===== config.mk =====
export PLATFORM = sky130hd
export DESIGN_NAME = corexy_move_planner
export DESIGN_NICKNAME = d
export VERILOG_FILES = /design/src/cxymp_pkg.sv /design/src/cxymp_regs.sv /design/src/cxymp_scale.sv /design/src/cxymp_move.sv /design/src/corexy_move_planner.sv
export SDC_FILE = /design/constraint.sdc
export NUM_CORES = 2
export LEC_CHECK = 0
export BUFFER_PORTS_ARGS = -buffer_cell sky130_fd_sc_hd__buf_2
export CORE_ASPECT_RATIO = 0.6
export CORE_MARGIN = 2
export CORE_UTILIZATION = 46
export DETAILED_ROUTE_END_ITERATION = 16
export PLACE_DENSITY_LB_ADDON = 0.25
export SLEW_MARGIN = 20
export SYNTH_ARGS = -nofsm -noshare
export SYNTH_HDL_FRONTEND = slang
export SYNTH_SLANG_ARGS = --single-unit

===== constraint.sdc =====
create_clock -name clk -period 10.8 [get_ports clk]
set_input_delay 0 -clock clk [delete_from_list [all_inputs] [get_ports clk]]
set_output_delay 0 -clock clk [all_outputs]
set_load 0.05 [all_outputs]

===== src/cxymp_pkg.sv =====
// Shared widths, register codes, configuration and result types of the
// CoreXY move planner. No dependencies.
`default_nettype none

package cxymp_pkg;

  localparam int COORD_W   = 20;
  localparam int SCALE_W   = 16;
  localparam int PERIOD_W  = 16;
  localparam int STEP_W    = 20;
  localparam int COUNT_W   = 21;
  localparam int SEED_W    = 20;
  localparam int ACCEL_W   = 11;
  localparam int RAMP_W    = 19;
  localparam int PROD_W    = COORD_W + SCALE_W;
  localparam int ADDR_W    = 5;
  localparam int APB_W     = 32;
  localparam int IN_DATA_W = 48;
  localparam int OUT_DATA_W = 136;

  // Upper bound of the acceleration ramp in master steps.
  localparam logic [RAMP_W-1:0] RAMP_CAP = 19'd1200;

  typedef enum logic [2:0] {
    REG_CLAMP_MIN      = 3'd0,
    REG_CLAMP_MAX_X    = 3'd1,
    REG_CLAMP_MAX_Y    = 3'd2,
    REG_STEP_SCALE     = 3'd3,
    REG_TRAVEL_PERIOD  = 3'd4,
    REG_DRAWING_PERIOD = 3'd5,
    REG_START_PERIOD   = 3'd6
  } reg_idx_t;

  typedef struct packed {
    logic [COORD_W-1:0]  clamp_min;
    logic [COORD_W-1:0]  clamp_max_x;
    logic [COORD_W-1:0]  clamp_max_y;
    logic [SCALE_W-1:0]  step_scale;
    logic [PERIOD_W-1:0] travel_period;
    logic [PERIOD_W-1:0] drawing_period;
    logic [PERIOD_W-1:0] start_period;
  } cfg_t;

  localparam cfg_t CFG_RESET = '{
    clamp_min:      20'd0,
    clamp_max_x:    20'd51200,
    clamp_max_y:    20'd51200,
    step_scale:     16'd20480,
    travel_period:  16'd200,
    drawing_period: 16'd400,
    start_period:   16'd1000
  };

  typedef struct packed {
    logic [COUNT_W-1:0]  decel_start;
    logic [ACCEL_W-1:0]  accel_len;
    logic [PERIOD_W-1:0] ramp_start_period;
    logic [PERIOD_W-1:0] cruise_period;
    logic                pen_change;
    logic                pen_state;
    logic [SEED_W-1:0]   error_seed;
    logic [COUNT_W-1:0]  minor_steps;
    logic [COUNT_W-1:0]  major_steps;
    logic                a_is_master;
    logic                dir_b;
    logic                dir_a;
  } move_t;

endpackage

`default_nettype wire


===== src/cxymp_regs.sv =====
// Configuration register file with its APB-style write and read port.
// Depends on cxymp_pkg.
`default_nettype none

module cxymp_regs (
  input  logic                          clk,
  input  logic                          rst,
  input  logic                          psel,
  input  logic                          penable,
  input  logic                          pwrite,
  input  logic [cxymp_pkg::ADDR_W-1:0]  paddr,
  input  logic [cxymp_pkg::APB_W-1:0]   pwdata,
  output logic [cxymp_pkg::APB_W-1:0]   prdata,
  output cxymp_pkg::cfg_t               cfg
);
  import cxymp_pkg::*;

  logic     wr_en;
  reg_idx_t idx;

  assign wr_en = psel & penable & pwrite;
  assign idx   = reg_idx_t'(paddr[ADDR_W-1:2]);

  always_ff @(posedge clk) begin
    if (rst) begin
      cfg <= CFG_RESET;
    end else if (wr_en) begin
      unique case (idx)
        REG_CLAMP_MIN:      cfg.clamp_min      <= pwdata[COORD_W-1:0];
        REG_CLAMP_MAX_X:    cfg.clamp_max_x    <= pwdata[COORD_W-1:0];
        REG_CLAMP_MAX_Y:    cfg.clamp_max_y    <= pwdata[COORD_W-1:0];
        REG_STEP_SCALE:     cfg.step_scale     <= pwdata[SCALE_W-1:0];
        REG_TRAVEL_PERIOD:  cfg.travel_period  <= pwdata[PERIOD_W-1:0];
        REG_DRAWING_PERIOD: cfg.drawing_period <= pwdata[PERIOD_W-1:0];
        REG_START_PERIOD:   cfg.start_period   <= pwdata[PERIOD_W-1:0];
        default: ;
      endcase
    end
  end

  always_comb begin
    prdata = '0;
    unique case (idx)
      REG_CLAMP_MIN:      prdata = {{(APB_W-COORD_W){1'b0}}, cfg.clamp_min};
      REG_CLAMP_MAX_X:    prdata = {{(APB_W-COORD_W){1'b0}}, cfg.clamp_max_x};
      REG_CLAMP_MAX_Y:    prdata = {{(APB_W-COORD_W){1'b0}}, cfg.clamp_max_y};
      REG_STEP_SCALE:     prdata = {{(APB_W-SCALE_W){1'b0}}, cfg.step_scale};
      REG_TRAVEL_PERIOD:  prdata = {{(APB_W-PERIOD_W){1'b0}}, cfg.travel_period};
      REG_DRAWING_PERIOD: prdata = {{(APB_W-PERIOD_W){1'b0}}, cfg.drawing_period};
      REG_START_PERIOD:   prdata = {{(APB_W-PERIOD_W){1'b0}}, cfg.start_period};
      default:            prdata = '0;
    endcase
  end

endmodule

`default_nettype wire


===== src/cxymp_scale.sv =====
// Clamp stage: limits both coordinates to the window and converts them to
// motor steps with one multiplier per axis. Depends on cxymp_pkg.
`default_nettype none

module cxymp_scale (
  input  logic                          clk,
  input  logic                          load,
  input  logic [cxymp_pkg::COORD_W-1:0] target_x,
  input  logic [cxymp_pkg::COORD_W-1:0] target_y,
  input  logic                          pen_up,
  input  cxymp_pkg::cfg_t               cfg,
  output logic [cxymp_pkg::STEP_W-1:0]  step_x,
  output logic [cxymp_pkg::STEP_W-1:0]  step_y,
  output logic                          pen_q
);
  import cxymp_pkg::*;

  logic [COORD_W-1:0] lo_x, lo_y, cx, cy;
  logic [PROD_W-1:0]  prod_x, prod_y;

  always_comb begin
    // Lower bound first, then upper, so the upper bound wins if they cross.
    lo_x = (target_x < cfg.clamp_min) ? cfg.clamp_min : target_x;
    lo_y = (target_y < cfg.clamp_min) ? cfg.clamp_min : target_y;
    cx   = (lo_x > cfg.clamp_max_x) ? cfg.clamp_max_x : lo_x;
    cy   = (lo_y > cfg.clamp_max_y) ? cfg.clamp_max_y : lo_y;
    prod_x = {{SCALE_W{1'b0}}, cx} * {{COORD_W{1'b0}}, cfg.step_scale};
    prod_y = {{SCALE_W{1'b0}}, cy} * {{COORD_W{1'b0}}, cfg.step_scale};
  end

  always_ff @(posedge clk) begin
    if (load) begin
      step_x <= prod_x[PROD_W-1:PROD_W-STEP_W];
      step_y <= prod_y[PROD_W-1:PROD_W-STEP_W];
      pen_q  <= pen_up;
    end
  end

endmodule

`default_nettype wire


===== src/cxymp_move.sv =====
// Move stage: holds the step position and pen state, forms the CoreXY
// deltas and builds the registered move descriptor. Depends on cxymp_pkg.
`default_nettype none

module cxymp_move (
  input  logic                         clk,
  input  logic                         rst,
  input  logic                         load,
  input  logic [cxymp_pkg::STEP_W-1:0] step_x,
  input  logic [cxymp_pkg::STEP_W-1:0] step_y,
  input  logic                         pen,
  input  cxymp_pkg::cfg_t              cfg,
  output cxymp_pkg::move_t             res
);
  import cxymp_pkg::*;

  logic [STEP_W-1:0]  pos_x, pos_y;
  logic               pen_now;

  logic [STEP_W:0]    dx, dy;
  logic [STEP_W+1:0]  a, b, neg_a, neg_b;
  logic [COUNT_W-1:0] abs_a, abs_b, major, minor;
  logic [RAMP_W-1:0]  ramp;
  logic               a_master;
  move_t              res_next;

  always_comb begin
    dx    = {1'b0, step_x} - {1'b0, pos_x};
    dy    = {1'b0, step_y} - {1'b0, pos_y};
    a     = {dy[STEP_W], dy} + {dx[STEP_W], dx};
    b     = {dy[STEP_W], dy} - {dx[STEP_W], dx};
    neg_a = -a;
    neg_b = -b;
    abs_a = a[STEP_W+1] ? neg_a[COUNT_W-1:0] : a[COUNT_W-1:0];
    abs_b = b[STEP_W+1] ? neg_b[COUNT_W-1:0] : b[COUNT_W-1:0];
    a_master = (abs_a >= abs_b);
    major = a_master ? abs_a : abs_b;
    minor = a_master ? abs_b : abs_a;
    ramp  = (major[COUNT_W-1:2] > RAMP_CAP) ? RAMP_CAP : major[COUNT_W-1:2];

    res_next.dir_a             = a[STEP_W+1];
    res_next.dir_b             = b[STEP_W+1];
    res_next.a_is_master       = a_master;
    res_next.major_steps       = major;
    res_next.minor_steps       = minor;
    res_next.error_seed        = major[COUNT_W-1:1];
    res_next.pen_state         = pen;
    res_next.pen_change        = pen ^ pen_now;
    res_next.cruise_period     = pen ? cfg.travel_period : cfg.drawing_period;
    res_next.ramp_start_period = cfg.start_period;
    res_next.accel_len         = ramp[ACCEL_W-1:0];
    res_next.decel_start       = major - {{(COUNT_W-RAMP_W){1'b0}}, ramp};
  end

  always_ff @(posedge clk) begin
    if (rst) begin
      pos_x   <= '0;
      pos_y   <= '0;
      pen_now <= 1'b1;
    end else if (load) begin
      pos_x   <= step_x;
      pos_y   <= step_y;
      pen_now <= pen;
    end
  end

  always_ff @(posedge clk) begin
    if (load) begin
      res <= res_next;
    end
  end

endmodule

`default_nettype wire


===== src/corexy_move_planner.sv =====
// A request accepted at one clock edge lands in the input register at that
// edge, then passes the clamp/scale register and the descriptor register
// before its move descriptor shows on the output. Throughput: one request
// per cycle while the output is not stalled, set by the three-register
// pipeline with the stored step position updated in the last stage. Reset
// (rst, synchronous, active high) empties the pipeline, loads the register
// defaults, zeroes the step position and sets the pen up.
`default_nettype none

module corexy_move_planner (
  input  logic                              clk,
  input  logic                              rst,
  // Input stream.
  input  logic                              s_axis_tvalid,
  output logic                              s_axis_tready,
  // [19:0] target_x, [39:20] target_y, [40] pen_up, [47:41] zero.
  input  logic [cxymp_pkg::IN_DATA_W-1:0]   s_axis_tdata,
  // Output stream.
  output logic                              m_axis_tvalid,
  input  logic                              m_axis_tready,
  // [0] dir_a, [1] dir_b, [2] a_is_master, [23:3] major_steps,
  // [44:24] minor_steps, [64:45] error_seed, [65] pen_state,
  // [66] pen_change, [82:67] cruise_period, [98:83] ramp_start_period,
  // [109:99] accel_len, [130:110] decel_start, [135:131] zero.
  output logic [cxymp_pkg::OUT_DATA_W-1:0]  m_axis_tdata,
  // Configuration port.
  input  logic                              psel,
  input  logic                              penable,
  input  logic                              pwrite,
  input  logic [cxymp_pkg::ADDR_W-1:0]      paddr,
  input  logic [cxymp_pkg::APB_W-1:0]       pwdata,
  output logic [cxymp_pkg::APB_W-1:0]       prdata,
  output logic                              pready
);
  import cxymp_pkg::*;

  cfg_t  cfg;
  move_t res;

  // Stage valid flags. Each stage takes a new request when it is empty or
  // when its content moves on in the same cycle, so the pipeline keeps
  // flowing while a finished descriptor waits, as long as a stage is free.
  logic in_valid, scale_valid;
  logic in_ready, scale_ready, out_ready;

  logic [COORD_W-1:0] in_x, in_y;
  logic               in_pen;
  logic [STEP_W-1:0]  step_x, step_y;
  logic               step_pen;

  assign pready = 1'b1;

  assign out_ready   = ~m_axis_tvalid | m_axis_tready;
  assign scale_ready = ~scale_valid | out_ready;
  assign in_ready    = ~in_valid | scale_ready;
  assign s_axis_tready = in_ready;

  cxymp_regs u_regs (
    .clk     (clk),
    .rst     (rst),
    .psel    (psel),
    .penable (penable),
    .pwrite  (pwrite),
    .paddr   (paddr),
    .pwdata  (pwdata),
    .prdata  (prdata),
    .cfg     (cfg)
  );

  // Input register: holds the raw request.
  always_ff @(posedge clk) begin
    if (s_axis_tvalid && in_ready) begin
      in_x   <= s_axis_tdata[COORD_W-1:0];
      in_y   <= s_axis_tdata[2*COORD_W-1:COORD_W];
      in_pen <= s_axis_tdata[2*COORD_W];
    end
  end

  always_ff @(posedge clk) begin
    if (rst) begin
      in_valid      <= 1'b0;
      scale_valid   <= 1'b0;
      m_axis_tvalid <= 1'b0;
    end else begin
      if (in_ready) begin
        in_valid <= s_axis_tvalid;
      end
      if (scale_ready) begin
        scale_valid <= in_valid;
      end
      if (out_ready) begin
        m_axis_tvalid <= scale_valid;
      end
    end
  end

  // Clamp and scale to motor steps.
  cxymp_scale u_scale (
    .clk      (clk),
    .load     (in_valid & scale_ready),
    .target_x (in_x),
    .target_y (in_y),
    .pen_up   (in_pen),
    .cfg      (cfg),
    .step_x   (step_x),
    .step_y   (step_y),
    .pen_q    (step_pen)
  );

  // Deltas, CoreXY mix and descriptor. The stored position advances only
  // when a request enters the descriptor register, which keeps the order
  // of the position updates equal to the order of the requests.
  cxymp_move u_move (
    .clk    (clk),
    .rst    (rst),
    .load   (scale_valid & out_ready),
    .step_x (step_x),
    .step_y (step_y),
    .pen    (step_pen),
    .cfg    (cfg),
    .res    (res)
  );

  assign m_axis_tdata = {5'b0,
                         res.decel_start,
                         res.accel_len,
                         res.ramp_start_period,
                         res.cruise_period,
                         res.pen_change,
                         res.pen_state,
                         res.error_seed,
                         res.minor_steps,
                         res.major_steps,
                         res.a_is_master,
                         res.dir_b,
                         res.dir_a};

endmodule

`default_nettype wire


==> results.json <==
{
  "status": "finished clean",
  "first_pass_iters": 8,
  "drt_first_iter_violations": 3904,
  "grt_pass1_wl_um": 214000,
  "synth.area.top_cells": "fa_1 24%, edfxtp_1 14%, ha_1 12%",
  "grt_pass1_vias": 36573,
  "drive_gt1_frac": 0.222,
  "syn-instance-count": 4930,
  "setup_viol": 0,
  "placedInstanceArea_mm2": 0.0491,
  "cts_tree": "built",
  "clk_latency_ps": 610,
  "setup.worst_path.end_class": "flip-flop",
  "start_kind": "flip-flop",
  "rsz0062_at_grt": "true",
  "clk_path_buf_depth": 3,
  "grt_max_degree": 91,
  "vias": 37551,
  "clkTransAtPathRegs_ps": 60,
  "dp.cells": 6745,
  "track_usage": 0.291,
  "critPathMaxStageDelay_ps": 540,
  "fin_worst_skew_ps": 27.1,
  "cp_max_fo": 7,
  "reg2reg_slack_ps": 280,
  "cpMaxStageDelayCell": "fa_1",
  "ios": 263,
  "async_reset_ff_frac": 0,
  "gp_congestion": 0.951,
  "numPortBuffers": 223,
  "cts.sinks": 360,
  "min_period_ps": 10520,
  "timing.slew.headroom": 0.311,
  "drt.antenna.violating_nets": 0,
  "diodes": 0,
  "ys_ff_latch": 360,
  "die_width_um": 397,
  "post-route-drc-count": 0,
  "synth.most_common_cell": "nand2_1",
  "yosys_most_used_dff": "edfxtp_1",
  "hold_viol_final": 0,
  "fp.dieArea_mm2": 0.0953,
  "routed_via_density": 5.40,
  "worst_slew_pin_slew_ps": 1020,
  "nFillCells": 8154,
  "area_growth_pct": 24.3,
  "fin_cells": 6949,
  "startpoint": "in_x[14]",
  "cts_buffers": 40,
  "ys_warn_count": 0,
  "setup_slack_ps": 282,
  "fin_hold_ws_ps": 47.2,
  "finalWirelength_um": 140000,
  "yosysTopAreaCellShare": 0.236,
  "cpMostUsedCell": "fa_1",
  "syn_area_mm2": 0.0427,
  "ys_types": 89,
  "design_area_mm2": 0.0531,
  "rr_worst_depth": 44,
  "avgSynthCellArea_um2": 8.66,
  "cts_max_level": 2,
  "yosysSeqAreaShare": 0.214,
  "die_y_um": 240,
  "slew_violations": 0,
  "maxCapViolCount": 0,
  "reg2reg_from": "in_x[14]",
  "critPathCapture": "u_scale.step_x[14]",
  "synth_top_area_cell": "fa_1",
  "required_ps": 11160,
  "wl_per_cell_um": 20.1,
  "synthTopCellsByCount": "903 x nand2_1, 749 x inv_1, 503 x fa_1",
  "rows": 86,
  "crit_type": "flip-flop to flip-flop",
  "nets": 6693,
  "arrival_ps": 10880,
  "antenna_found_initial": 2,
  "start_util": 0.464,
  "hp-class": "input pin to flip-flop",
  "dpl_worst_slack_ps": -1240,
  "synth-edff-count": 192,
  "r2r-end": "u_scale.step_x[14]",
  "grt_overflow": 0,
  "cts_root_buf": "clkbuf_16",
  "coreArea_mm2": 0.0919,
  "dp_hpwl_um": 109000,
  "clock.fmax_mhz": 95.1,
  "timing.final.crit_share": 0.974
}
-- timing repair --
item                                    4_1_cts  5_1_grt
resized for setup                            90      257
gates cloned                                  0        3
setup buffers                                34       35
hold buffers                                 64        0
endpoints found under the setup margin       24       39
hold endpoints to repair                    168        0
pin swaps                                    46      148
-- through the flow --
stage               TNS [ps]   util
finish                     0  0.577
global route           -1700  0.577
CTS                    -21.6  0.561
detailed placement    -15130  0.534
global placement      -11070  0.534
floorplan                  0      -
-- routing by layer --
metal  track usage  vias to the layer above  routed length (um)
met4        0.0458                        4                1640
met3         0.122                      134               19800
met1         0.452                    18345               65800
met5             0                        -                  27
met2         0.373                     1680               52500
li1              -                    17388                   -
-- cells in the final DEF (no fill, tap or decap), drive strengths merged, types with 17 or more instances in the layout --
cell,n
a211oi,17
mux2i,36
fa,503
mux2,41
buf,895
a21oi,332
nand3b,27
or3,17
xnor2,86
o211ai,19
xor2,43
nor4,17
o21a,27
ha,411
a21o,49
inv,755
nand2b,25
and2,214
nand2,904
nor2,221
a21boi,21
nand3,51
and3,24
nor3,64
conb,26
dlygate4sd3,64
edfxtp,192
o21ai,139
nor2b,32
dfxtp,168
nand4,29
a31oi,23
clkbuf,55
-- worst min-delay path by stage --
stage / start / end / slack [ps] / cells after the start
final: rst / scale_valid / 50 / 2
after global placement: s_axis_tdata[27] / in_y[7] / 180 / 1
after CTS: rst / scale_valid / 10 / 2
after floorplan: s_axis_tdata[40] / in_pen / 100 / 0
after detailed placement: s_axis_tdata[29] / in_y[9] / 180 / 1
after global routing: rst / m_axis_tvalid / 80 / 2
-- sequential cells by signal (all words and copies together) (netlist names), 20 cells and up --
register        cells
u_move.pos_x       20
u_move.res        110
u_move.pos_y       20
in_x               20
u_regs.cfg        124
u_scale.step_x     20
u_scale.step_y     20
in_y               20
-- logic make-up (layout without fill, tap and decap cells) --
kind of cell,count (synthesis),after routing,share of synthesized area
AND/OR/NAND/NOR,1658,1658,0.176
buffers and inverters,1024,1787,0.0941
adder cells (fa/ha/maj),914,914,0.356
AO/OA/AOI/OAI,760,760,0.110
flip-flops,360,360,0.214
XOR/XNOR,129,129,0.0266
multiplexers,83,83,0.0224
other,2,26,0.000176
-- worst max-delay path: cells and delay by family (launching register included) --
kind	cells	cell delay [ps]
fa+ha+maj	9	3990
buf+inv	9	990
flops	1	430
compound gates	13	2520
mux	1	400
simple gates	11	1880
xor+xnor	1	50
-- area by class of cell --
cell class | instances | area, um2 | area share
clock buffers | 52 | 1050 | 0.0197
repair buffers | 962 | 7190 | 0.135
clock inverters | 20 | 274 | 0.00516
well taps | 1232 | 1540 | 0.0290
flip-flops and latches | 360 | 9140 | 0.172
multi-input cells | 3570 | 31000 | 0.585
inverters | 753 | 2840 | 0.0535
Power is left out: the tool's default activity adds up to more than one toggle a clock period on the data nets, which glitch-free logic cannot reach.
